$ cat src/sv/cpd_pkg.sv
// ----------------------------------------------------------------------------
// cpd_pkg
// types, register map and lookup functions for the charlieplexed 188 driver
// ----------------------------------------------------------------------------
package cpd_pkg;

	// command codes of an input request
	typedef enum logic [1:0] {
		CMD_TICK = 2'd0,
		CMD_WAKE = 2'd1,
		CMD_FULL = 2'd2,
		CMD_OFF  = 2'd3
	} cmd_t;

	// register indexes (byte address is four times the index)
	localparam logic [1:0] REG_OFF_DELAY   = 2'd0;
	localparam logic [1:0] REG_TOGGLE      = 2'd1;
	localparam logic [1:0] REG_FULL_STEPS  = 2'd2;
	localparam logic [1:0] REG_SAMPLE_TICK = 2'd3;

	localparam int unsigned NUM_PINS = 5;
	localparam logic [8:0]  NO_VALUE = 9'd511;
	localparam logic [7:0]  MAX_PERCENT = 8'd100;
	localparam logic [7:0]  RESET_VALUE = 8'd188;
	localparam logic [2:0]  LAST_PHASE = 3'd4;

	// five cathode masks, one per anode pin, element 0 first
	typedef logic [4:0][3:0] mask_set_t;

	// cathode masks of the tens digit
	function automatic mask_set_t tens_row(input logic [3:0] d);
		unique case (d)
			4'd0: return {4'd8,  4'd15, 4'd1, 4'd0, 4'd0};
			4'd1: return {4'd8,  4'd1,  4'd0, 4'd0, 4'd0};
			4'd2: return {4'd4,  4'd11, 4'd1, 4'd0, 4'd0};
			4'd3: return {4'd12, 4'd11, 4'd0, 4'd0, 4'd0};
			4'd4: return {4'd12, 4'd5,  4'd0, 4'd0, 4'd0};
			4'd5: return {4'd12, 4'd14, 4'd0, 4'd0, 4'd0};
			4'd6: return {4'd12, 4'd14, 4'd1, 4'd0, 4'd0};
			4'd7: return {4'd8,  4'd3,  4'd0, 4'd0, 4'd0};
			4'd8: return {4'd12, 4'd15, 4'd1, 4'd0, 4'd0};
			4'd9: return {4'd12, 4'd15, 4'd0, 4'd0, 4'd0};
			default: return '0;
		endcase
	endfunction

	// cathode masks of the units digit
	function automatic mask_set_t units_row(input logic [3:0] d);
		unique case (d)
			4'd0: return {4'd0, 4'd0, 4'd2, 4'd7, 4'd3};
			4'd1: return {4'd0, 4'd0, 4'd2, 4'd4, 4'd0};
			4'd2: return {4'd0, 4'd0, 4'd4, 4'd6, 4'd3};
			4'd3: return {4'd0, 4'd0, 4'd6, 4'd6, 4'd1};
			4'd4: return {4'd0, 4'd0, 4'd6, 4'd5, 4'd0};
			4'd5: return {4'd0, 4'd0, 4'd6, 4'd3, 4'd1};
			4'd6: return {4'd0, 4'd0, 4'd6, 4'd3, 4'd3};
			4'd7: return {4'd0, 4'd0, 4'd2, 4'd6, 4'd0};
			4'd8: return {4'd0, 4'd0, 4'd6, 4'd7, 4'd3};
			4'd9: return {4'd0, 4'd0, 4'd6, 4'd7, 4'd1};
			default: return '0;
		endcase
	endfunction

	// pin pulled low for cathode bit b while anode p is scanned
	function automatic logic [2:0] cath_pin(input logic [2:0] p, input logic [1:0] b);
		logic [3:0][2:0] row;
		unique case (p)
			3'd0:    row = {3'd0, 3'd0, 3'd4, 3'd3};
			3'd1:    row = {3'd0, 3'd4, 3'd3, 3'd2};
			3'd2:    row = {3'd0, 3'd4, 3'd3, 3'd1};
			3'd3:    row = {3'd4, 3'd2, 3'd1, 3'd0};
			default: row = {3'd3, 3'd2, 3'd1, 3'd0};
		endcase
		return row[b];
	endfunction

	// decimal split by reciprocal multiply, exact below 1029
	function automatic mask_set_t build_masks(input logic [7:0] v);
		logic [15:0] prod;
		logic [4:0]  q;
		logic [4:0]  tens;
		logic [7:0]  units;
		mask_set_t   m;
		prod  = 16'(v) * 16'd205;
		q     = prod[15:11];
		if (q >= 5'd20) begin
			tens = q - 5'd20;
		end else if (q >= 5'd10) begin
			tens = q - 5'd10;
		end else begin
			tens = q;
		end
		units = v - 8'(q) * 8'd10;
		m = tens_row(tens[3:0]) | units_row(units[3:0]);
		if (v >= MAX_PERCENT) begin
			m[4] = m[4] | 4'd3;
		end
		return m;
	endfunction

endpackage

$ cat src/sv/cpd_in_if.sv
// ----------------------------------------------------------------------------
// cpd_in_if
// input request channel: command, charger flag and battery percent
// ----------------------------------------------------------------------------
interface cpd_in_if;
	logic       valid;
	logic       ready;
	logic [1:0] command;
	logic       charger_present;
	logic [7:0] battery_level;

	modport source (output valid, output command, output charger_present,
		output battery_level, input ready);
	modport sink (input valid, input command, input charger_present,
		input battery_level, output ready);
endinterface

$ cat src/sv/cpd_out_if.sv
// ----------------------------------------------------------------------------
// cpd_out_if
// result channel: pin drive pattern, display flag and shown value
// ----------------------------------------------------------------------------
interface cpd_out_if;
	logic       valid;
	logic       ready;
	logic [4:0] pin_drive_enable;
	logic [4:0] pin_high;
	logic       display_active;
	logic [7:0] shown_value;

	modport source (output valid, output pin_drive_enable, output pin_high,
		output display_active, output shown_value, input ready);
	modport sink (input valid, input pin_drive_enable, input pin_high,
		input display_active, input shown_value, output ready);
endinterface

$ cat src/sv/charlieplex_188_display_driver.sv
// ----------------------------------------------------------------------------
// charlieplex_188_display_driver
// 1 ms tick engine for a five pin charlieplexed "188" led display
// ----------------------------------------------------------------------------
// Every request on in_ch yields exactly one result on out_ch. A request's
// state update (tick and 5 ms prescaler, off delay, charge-full hold,
// cathode mask rebuild, anode scan and charger blink) is done by one pass
// of logic from the state registers into the result register, so one
// request per clock is accepted and its result appears in the next cycle.
// in_ch stays ready while the result register is empty or being
// drained, so the sustained rate is one request per cycle. Pins are reported
// as drive enable plus level: enabled and high is the scanned anode, enabled
// and low a lit cathode, disabled is high-Z. Registers sit on the APB port at
// byte addresses 0x0 off delay steps, 0x4 charge toggle ticks, 0x8 charge
// full steps and 0xC sample tick, and should be written only while idle.
module charlieplex_188_display_driver (
	input  logic        clk,
	input  logic        arst_n,
	input  logic        psel,
	input  logic        penable,
	input  logic        pwrite,
	input  logic [3:0]  paddr,
	input  logic [31:0] pwdata,
	output logic [31:0] prdata,
	output logic        pready,
	cpd_in_if.sink      in_ch,
	cpd_out_if.source   out_ch
);
	import cpd_pkg::*;

	// configuration registers
	logic [15:0] off_delay_q;
	logic [14:0] toggle_q;
	logic [15:0] full_steps_q;
	logic [15:0] sample_tick_q;

	// engine state
	logic [15:0] tick_q, tick_n;
	logic [2:0]  step_q, step_n;
	logic [15:0] off_cnt_q, off_cnt_n;
	logic [15:0] hold_q, hold_n;
	logic        full_q, full_n;
	logic        on_q, on_n;
	logic [2:0]  scan_q, scan_n;
	logic [7:0]  target_q, target_n;
	logic [8:0]  built_q, built_n;
	mask_set_t   masks_q, masks_n;

	// scan and blink helpers
	logic [4:0]  en_n, hi_n;
	logic [2:0]  phase;
	logic [3:0]  cur_mask;
	logic [15:0] tog2;
	logic        toggle;

	// result register
	logic        out_valid_q;
	logic [4:0]  out_en_q, out_hi_q;
	logic        out_on_q;
	logic [7:0]  out_value_q;

	logic        accept;
	logic        cfg_wr;

	assign pready = 1'b1;
	assign cfg_wr = psel && penable && pwrite;

	// result register frees up as soon as the sink takes it
	assign in_ch.ready = !out_valid_q || out_ch.ready;
	assign accept      = in_ch.valid && in_ch.ready;

	assign out_ch.valid            = out_valid_q;
	assign out_ch.pin_drive_enable = out_en_q;
	assign out_ch.pin_high         = out_hi_q;
	assign out_ch.display_active   = out_on_q;
	assign out_ch.shown_value      = out_value_q;

	// register write port
	always_ff @(posedge clk or negedge arst_n) begin
		if (!arst_n) begin
			off_delay_q   <= 16'd1000;
			toggle_q      <= 15'd500;
			full_steps_q  <= 16'd2000;
			sample_tick_q <= 16'd1000;
		end else if (cfg_wr) begin
			unique case (paddr[3:2])
				REG_OFF_DELAY:   off_delay_q   <= pwdata[15:0];
				REG_TOGGLE:      toggle_q      <= pwdata[14:0];
				REG_FULL_STEPS:  full_steps_q  <= pwdata[15:0];
				REG_SAMPLE_TICK: sample_tick_q <= pwdata[15:0];
				default: ;
			endcase
		end
	end

	// register read port
	always_comb begin
		unique case (paddr[3:2])
			REG_OFF_DELAY:   prdata = {16'd0, off_delay_q};
			REG_TOGGLE:      prdata = {17'd0, toggle_q};
			REG_FULL_STEPS:  prdata = {16'd0, full_steps_q};
			REG_SAMPLE_TICK: prdata = {16'd0, sample_tick_q};
			default:         prdata = '0;
		endcase
	end

	// next state and pin pattern for the request on in_ch
	always_comb begin
		tick_n    = tick_q;
		step_n    = step_q;
		off_cnt_n = off_cnt_q;
		hold_n    = hold_q;
		full_n    = full_q;
		on_n      = on_q;
		scan_n    = scan_q;
		target_n  = target_q;
		built_n   = built_q;
		masks_n   = masks_q;
		en_n      = '0;
		hi_n      = '0;
		phase     = '0;
		cur_mask  = '0;
		tog2      = {toggle_q, 1'b0};
		toggle    = 1'b0;

		unique case (cmd_t'(in_ch.command))
			CMD_TICK: begin
				tick_n = tick_q + 16'd1;
				step_n = (step_q >= LAST_PHASE) ? 3'd0 : step_q + 3'd1;

				// 5 ms step
				if (step_n == 3'd0) begin
					if (off_cnt_n != 16'hFFFF) begin
						off_cnt_n = off_cnt_n + 16'd1;
					end
					// rebuild masks only when the shown value changed
					if (on_n && built_q != {1'b0, target_q}) begin
						built_n = {1'b0, target_q};
						masks_n = build_masks(target_q);
					end
					// charge-full hold runs out
					if (hold_q != 16'd0) begin
						hold_n = hold_q - 16'd1;
						if (hold_n == 16'd0) begin
							off_cnt_n = '0;
							on_n      = 1'b0;
							built_n   = NO_VALUE;
						end
					end
					// auto-off, not while charging
					if (!in_ch.charger_present && off_cnt_n == off_delay_q) begin
						off_cnt_n = '0;
						on_n      = 1'b0;
						built_n   = NO_VALUE;
					end
				end

				// battery sample, clamped to full scale
				if (tick_n == sample_tick_q) begin
					target_n = (in_ch.battery_level > MAX_PERCENT) ?
						MAX_PERCENT : in_ch.battery_level;
					if (!in_ch.charger_present) begin
						tick_n = '0;
						step_n = '0;
					end
				end

				// scan one anode; an out of range phase counts as the last one
				if (on_n) begin
					phase    = (scan_q > LAST_PHASE) ? LAST_PHASE : scan_q;
					cur_mask = masks_n[phase];
					if (cur_mask != 4'd0) begin
						en_n = 5'd1 << phase;
						hi_n = 5'd1 << phase;
						for (int b = 0; b < 4; b++) begin
							if (cur_mask[b]) begin
								en_n = en_n | (5'd1 << cath_pin(phase, 2'(b)));
							end
						end
					end
					scan_n = (phase == LAST_PHASE) ? 3'd0 : phase + 3'd1;
				end

				// blink while the charger is present
				if (in_ch.charger_present) begin
					if (tick_n == {1'b0, toggle_q}) begin
						toggle = 1'b1;
					end else if (tick_n == tog2) begin
						toggle = 1'b1;
						tick_n = '0;
						step_n = '0;
					end else if (tick_n > tog2) begin
						tick_n = '0;
						step_n = '0;
					end
					if (toggle) begin
						if (full_q) begin
							// after charge full the blink can only turn it back on
							if (!on_n && hold_n != 16'd0) begin
								off_cnt_n = '0;
								on_n      = 1'b1;
							end
						end else if (on_n) begin
							off_cnt_n = '0;
							on_n      = 1'b0;
							built_n   = NO_VALUE;
							en_n      = '0;
							hi_n      = '0;
						end else begin
							off_cnt_n = '0;
							on_n      = 1'b1;
						end
					end
				end
			end
			CMD_WAKE: begin
				off_cnt_n = '0;
				on_n      = 1'b1;
			end
			CMD_FULL: begin
				full_n = 1'b1;
				hold_n = full_steps_q;
			end
			CMD_OFF: begin
				off_cnt_n = '0;
				on_n      = 1'b0;
				built_n   = NO_VALUE;
			end
			default: ;
		endcase
	end

	// state update on each accepted request
	always_ff @(posedge clk or negedge arst_n) begin
		if (!arst_n) begin
			tick_q    <= '0;
			step_q    <= '0;
			off_cnt_q <= '0;
			hold_q    <= '0;
			full_q    <= 1'b0;
			on_q      <= 1'b1;
			scan_q    <= '0;
			target_q  <= RESET_VALUE;
			built_q   <= '0;
			masks_q   <= '0;
		end else if (accept) begin
			tick_q    <= tick_n;
			step_q    <= step_n;
			off_cnt_q <= off_cnt_n;
			hold_q    <= hold_n;
			full_q    <= full_n;
			on_q      <= on_n;
			scan_q    <= scan_n;
			target_q  <= target_n;
			built_q   <= built_n;
			masks_q   <= masks_n;
		end
	end

	// result register
	always_ff @(posedge clk or negedge arst_n) begin
		if (!arst_n) begin
			out_valid_q <= 1'b0;
		end else if (accept) begin
			out_valid_q <= 1'b1;
		end else if (out_ch.ready) begin
			out_valid_q <= 1'b0;
		end
	end

	always_ff @(posedge clk) begin
		if (accept) begin
			out_en_q    <= en_n;
			out_hi_q    <= hi_n;
			out_on_q    <= on_n;
			out_value_q <= target_n;
		end
	end

`ifndef NO_ASSERTIONS
	// at most one anode is driven high
	a_one_anode: assert property (@(posedge clk) disable iff (!arst_n)
		out_ch.valid |-> $onehot0(out_ch.pin_high))
		else $error("more than one anode high");

	// a high pin is always a driven pin
	a_high_driven: assert property (@(posedge clk) disable iff (!arst_n)
		out_ch.valid |-> (out_ch.pin_high & ~out_ch.pin_drive_enable) == 5'd0)
		else $error("high pin not driven");

	// a dark display releases every pin
	a_dark_released: assert property (@(posedge clk) disable iff (!arst_n)
		out_ch.valid && !out_ch.display_active |-> out_ch.pin_drive_enable == 5'd0)
		else $error("pins driven while display off");

	// shown value never exceeds what the display can show
	a_value_range: assert property (@(posedge clk) disable iff (!arst_n)
		out_ch.valid |-> out_ch.shown_value <= RESET_VALUE)
		else $error("shown value out of range");

	// prescaler and scan phase stay in range
	a_phase_range: assert property (@(posedge clk) disable iff (!arst_n)
		accept |=> step_q <= LAST_PHASE && scan_q <= LAST_PHASE)
		else $error("phase counter out of range");
`endif

endmodule

$ cat src/flat_wrapper.sv
// flat-port wrapper written by rule: the top's interface ports become plain ports
module charlieplex_188_display_driver_flat import cpd_pkg::*;
  (clk, arst_n, psel, penable, pwrite, paddr, pwdata, prdata, pready, in_ch_valid, in_ch_command, in_ch_charger_present, in_ch_battery_level, in_ch_ready, out_ch_valid, out_ch_pin_drive_enable, out_ch_pin_high, out_ch_display_active, out_ch_shown_value, out_ch_ready);
  cpd_in_if in_ch_i ();
  cpd_out_if out_ch_i ();
  input  logic clk;
  input  logic arst_n;
  input  logic psel;
  input  logic penable;
  input  logic pwrite;
  input  logic [3:0] paddr;
  input  logic [31:0] pwdata;
  output logic [31:0] prdata;
  output logic pready;
  input wire logic [$bits(in_ch_i.valid)-1:0] in_ch_valid;
  input wire logic [$bits(in_ch_i.command)-1:0] in_ch_command;
  input wire logic [$bits(in_ch_i.charger_present)-1:0] in_ch_charger_present;
  input wire logic [$bits(in_ch_i.battery_level)-1:0] in_ch_battery_level;
  output wire logic [$bits(in_ch_i.ready)-1:0] in_ch_ready;
  output wire logic [$bits(out_ch_i.valid)-1:0] out_ch_valid;
  output wire logic [$bits(out_ch_i.pin_drive_enable)-1:0] out_ch_pin_drive_enable;
  output wire logic [$bits(out_ch_i.pin_high)-1:0] out_ch_pin_high;
  output wire logic [$bits(out_ch_i.display_active)-1:0] out_ch_display_active;
  output wire logic [$bits(out_ch_i.shown_value)-1:0] out_ch_shown_value;
  input wire logic [$bits(out_ch_i.ready)-1:0] out_ch_ready;
  assign in_ch_i.valid = in_ch_valid;
  assign in_ch_i.command = in_ch_command;
  assign in_ch_i.charger_present = in_ch_charger_present;
  assign in_ch_i.battery_level = in_ch_battery_level;
  assign in_ch_ready = in_ch_i.ready;
  assign out_ch_valid = out_ch_i.valid;
  assign out_ch_pin_drive_enable = out_ch_i.pin_drive_enable;
  assign out_ch_pin_high = out_ch_i.pin_high;
  assign out_ch_display_active = out_ch_i.display_active;
  assign out_ch_shown_value = out_ch_i.shown_value;
  assign out_ch_i.ready = out_ch_ready;
  charlieplex_188_display_driver u_core (.clk(clk), .arst_n(arst_n), .psel(psel), .penable(penable), .pwrite(pwrite), .paddr(paddr), .pwdata(pwdata), .prdata(prdata), .pready(pready), .in_ch(in_ch_i), .out_ch(out_ch_i));
endmodule
$ cat config.mk
export PLATFORM = sky130hd
export DESIGN_NAME = charlieplex_188_display_driver_flat
export DESIGN_NICKNAME = d
export VERILOG_FILES = /design/src/sv/cpd_pkg.sv /design/src/sv/cpd_in_if.sv /design/src/sv/cpd_out_if.sv /design/src/sv/charlieplex_188_display_driver.sv /design/src/flat_wrapper.sv
export SDC_FILE = /design/constraint.sdc
export NUM_CORES = 1
export LEC_CHECK = 0
export BUFFER_PORTS_ARGS = -buffer_cell sky130_fd_sc_hd__buf_2
export CORE_UTILIZATION = 45
export DETAILED_ROUTE_END_ITERATION = 8
export SYNTH_ARGS = -nofsm -noshare
export SYNTH_HDL_FRONTEND = slang
export SYNTH_SLANG_ARGS = --single-unit
$ cat constraint.sdc
create_clock -name clk -period 8.75 [get_ports clk]
set_clock_uncertainty 0.15 [all_clocks]
set_input_delay 0.875 -clock clk [delete_from_list [all_inputs] [get_ports clk]]
set_output_delay 0.875 -clock clk [all_outputs]
set_load 0.01 [all_outputs]
==> out/metrics.yaml <==
cp.arrival_ns: 8.00
holdWs_ns: 0.322
cp_slowest_stage_delay_ns: 0.67
core_area_sq_um: 28900
cpMostUsedCell: "ha_1"
cp.required_ns: 8.77
endpoint_kind: "register"
fin_crit_sh: 0.912
max_freq_ghz: 0.125
vias_per_cell: 5.95
row_count: 62
place_inst: 1828
ios: 108
initial_core_util: 0.461
crit_type: "register to register"
syn_avg_cell_area_sq_um: 9.35
cts_tree: "yes"
critPathLaunchType: "register"
ys.warnings.count: 0
async_flop_share: 0.892
setup_viol: 0
cp_max_fo: 10
hold_path_class: "register to register"
grt_overflow_total: 0
setup-tns-final_ns: 0
cts_buffer_depth: 2
cap_violations: 0
drive_gt1_frac: 0.186
critPathBufInv: 5
synth_edf_count: 19
gp_congestion: 0.902
cts-root-buf: "clkbuf_16"
antenna_cells: 0
ys_types: 92
drt_iter0_drc: 798
pre_cts_slack_ns: 0.613
clk_latency_ns: 0.45
die_x_um: 174
fin_nets: 1622
ant_nets: 0
ys_seq_area_frac: 0.340
drc: 0
grt_use_total: 0.248
ys_ff_latch: 176
period_needed_ns: 7.98
hold_violations: 0
netlist_area_sq_um: 13300
htree_levels: 4
ir_worst_vdd_mv: 0.585
grt_setup_unrepaired: "no"
wl_per_cell_um: 19.5
postCtsSetupBuffers: 0
cts.sinks: 176
slowest_stage: "dfstp_2"
critical-path-top-delay-family: "adder cells"
hpwlAfterDp_um: 26800
synthCells: 1426
max_slew.worst_pin.slew_ns: 1.09
wl_um: 36300
grt_pass1_vias: 10600
ys.flop_type: "dfrtp_1"
die_area_sq_um: 30300
die_h_um: 174
firstDrtPassIters: 5
stdcell_count: 1860
route.vias.total: 11100
slew_headroom: 0.271
synthToLayoutAreaGrowth_pct: 9.09
antenna_found_initial: 0
io_buffer_count: 72
p_leak_nw: 6.25
grt_pass1_wl_um: 59300
clk_pin_slew_worst_paths_ns: 0.07
numCtsBuffers: 17
timing.final.ws_setup_ns: 0.767
grt_max_degree: 103
status: "completed"
power_density_nw_per_um2: 395
drv_slew: 0
## what timing repair did
item | CTS | global route
setup endpoints to repair | 0 | 5
resized for setup | 0 | 3
hold buffers | 0 | 0
hold endpoints to repair | 0 | 0
## per-stage QoR
stage | area, sq um | util | power (mW)
5_1_grt | 14500 | 0.503 | 6.25
4_1_cts | 14500 | 0.502 | 5.69
3_3_place_gp | 14000 | 0.483 | 4.87
2_1_floorplan | 13400 | - | 4.04
6_report | 14500 | 0.503 | 5.75
3_5_place_dp | 14000 | 0.483 | 4.91
## report_power, final
group | total [mW] | leakage, nW | internal [mW] | switching, mW
Clock | 0.756 | 0.263 | 0.401 | 0.355
Sequential | 1.33 | 2.11 | 1.04 | 0.290
Combinational | 3.66 | 3.88 | 1.49 | 2.17
Total | 5.75 | 6.25 | 2.93 | 2.81
## worst reg2reg max path: cells and delay by family, from the launching register on
family | cells | cell delay [ns]
AND/OR/NAND/NOR | 6 | 0.88
buffers and inverters | 5 | 0.57
AO/OA/AOI/OAI | 11 | 2.20
adder cells (fa/ha/maj) | 7 | 2.47
flip-flops | 1 | 0.67
multiplexers | 1 | 0.20
XOR/XNOR | 2 | 0.58
## state kept, by name (all words and copies together), names as in the netlist, 8 cells and up
signal / flops
u_core.built_q: 9
u_core.full_steps_q: 16
u_core.hold_q: 16
u_core.masks_q: 20
u_core.off_cnt_q: 16
u_core.off_delay_q: 16
u_core.out_ch.shown_value: 8
u_core.sample_tick_q: 16
u_core.target_q: 8
u_core.tick_q: 16
u_core.toggle_q: 15
## path summary, 6_finish.rpt
kind	startpoint	cells past startpoint	endpoint	slack, ns
setup / recovery	u_core.target_q[2]$_DFFE_PN1P_	32	u_core.out_ch.pin_high[0]$_SDFFCE_PP0P_	0.77
hold / removal	u_core.masks_q[6]$_DFFE_PN0P_	2	u_core.masks_q[6]$_DFFE_PN0P_	0.32
setup reg to reg	u_core.target_q[2]$_DFFE_PN1P_	32	u_core.out_ch.pin_high[0]$_SDFFCE_PP0P_	0.77
hold reg to reg	u_core.masks_q[6]$_DFFE_PN0P_	2	u_core.masks_q[6]$_DFFE_PN0P_	0.32
max in group asynchronous	arst_n	2	u_core.hold_q[4]$_DFFE_PN0P_	6.69
min in group asynchronous	arst_n	1	u_core.tick_q[13]$_DFFE_PN0P_	0.33
## layout make-up
cell class	instances	area (sq um)
fill	2692	14400
multi-input combinational	1102	8200
sequential	176	4540
tap	384	480
timing repair buffer	85	464
clock buffer	20	447
inverter	81	304
clock inverter	12	111
## layout by cell type (no fill, tap or decap), drive strengths merged, types with 14 or more instances in the layout
master,netlist,layout
nand2,112,112
and3,16,16
nand2b,16,16
nor4,20,20
conb,2,17
nor2,101,101
clkbuf,53,20
xor2,21,21
inv,79,82
ha,95,95
buf,29,85
mux2,78,78
dfrtp,127,127
a21o,21,21
o21ai,101,101
o22a,14,14
nand4,20,20
dfstp,30,30
a21oi,63,63
mux4,16,16
xnor2,48,48
nand3,42,42
edfxtp,19,19
nor3,41,41
## synth_stat cells, drive strengths merged (8+ instances only)
| cell type | count | area share |
|---|---|---|
| o21a | 12 | 0.0068 |
| o21ai | 101 | 0.038 |
| a21o | 21 | 0.012 |
| nor3 | 41 | 0.017 |
| nand2b | 16 | 0.0075 |
| o31ai | 11 | 0.0062 |
| clkbuf | 53 | 0.015 |
| o22a | 14 | 0.0092 |
| nand4 | 20 | 0.0094 |
| edfxtp | 19 | 0.043 |
| and2 | 12 | 0.0056 |
| nor4 | 20 | 0.011 |
| or2 | 8 | 0.0038 |
| or3 | 11 | 0.0052 |
| and3 | 16 | 0.0075 |
| mux2i | 9 | 0.0068 |
| xor2 | 21 | 0.014 |
| fa | 10 | 0.015 |
| a21oi | 63 | 0.024 |
| buf | 29 | 0.014 |
| nor2 | 101 | 0.028 |
| inv | 79 | 0.022 |
| nand2 | 112 | 0.032 |
| nand3 | 42 | 0.016 |
| a22oi | 10 | 0.0056 |
| o211ai | 12 | 0.0068 |
| mux4 | 16 | 0.027 |
| and4 | 8 | 0.0053 |
| dfstp | 30 | 0.059 |
| mux2 | 78 | 0.066 |
| dfrtp | 127 | 0.24 |
| nor2b | 13 | 0.0061 |
| ha | 95 | 0.089 |
| a211oi | 11 | 0.0062 |
| xnor2 | 48 | 0.032 |
| o22ai | 11 | 0.0052 |
| a31oi | 13 | 0.0061 |
## logic make-up after synthesis
logic type / Yosys count / share of synthesized area
and+or+nand+nor: 446 / 0.170
AOI/OAI and AO/OA: 360 / 0.184
DFF: 176 / 0.340
buffers and inverters: 163 / 0.0521
adders and majority gates: 105 / 0.104
muxes: 103 / 0.0997
xor gates and xnor gates: 71 / 0.0493
other: 2 / 0.000563
## layer usage
layer  up-vias  GRT usage  share of wire
met5         -          0              0
met4         0     0.0581          0.013
met3        34     0.0289          0.039
met2       273      0.415           0.49
met1      5454      0.342           0.46
li1       5298          -              -
Power figures use the tool's default switching activity.
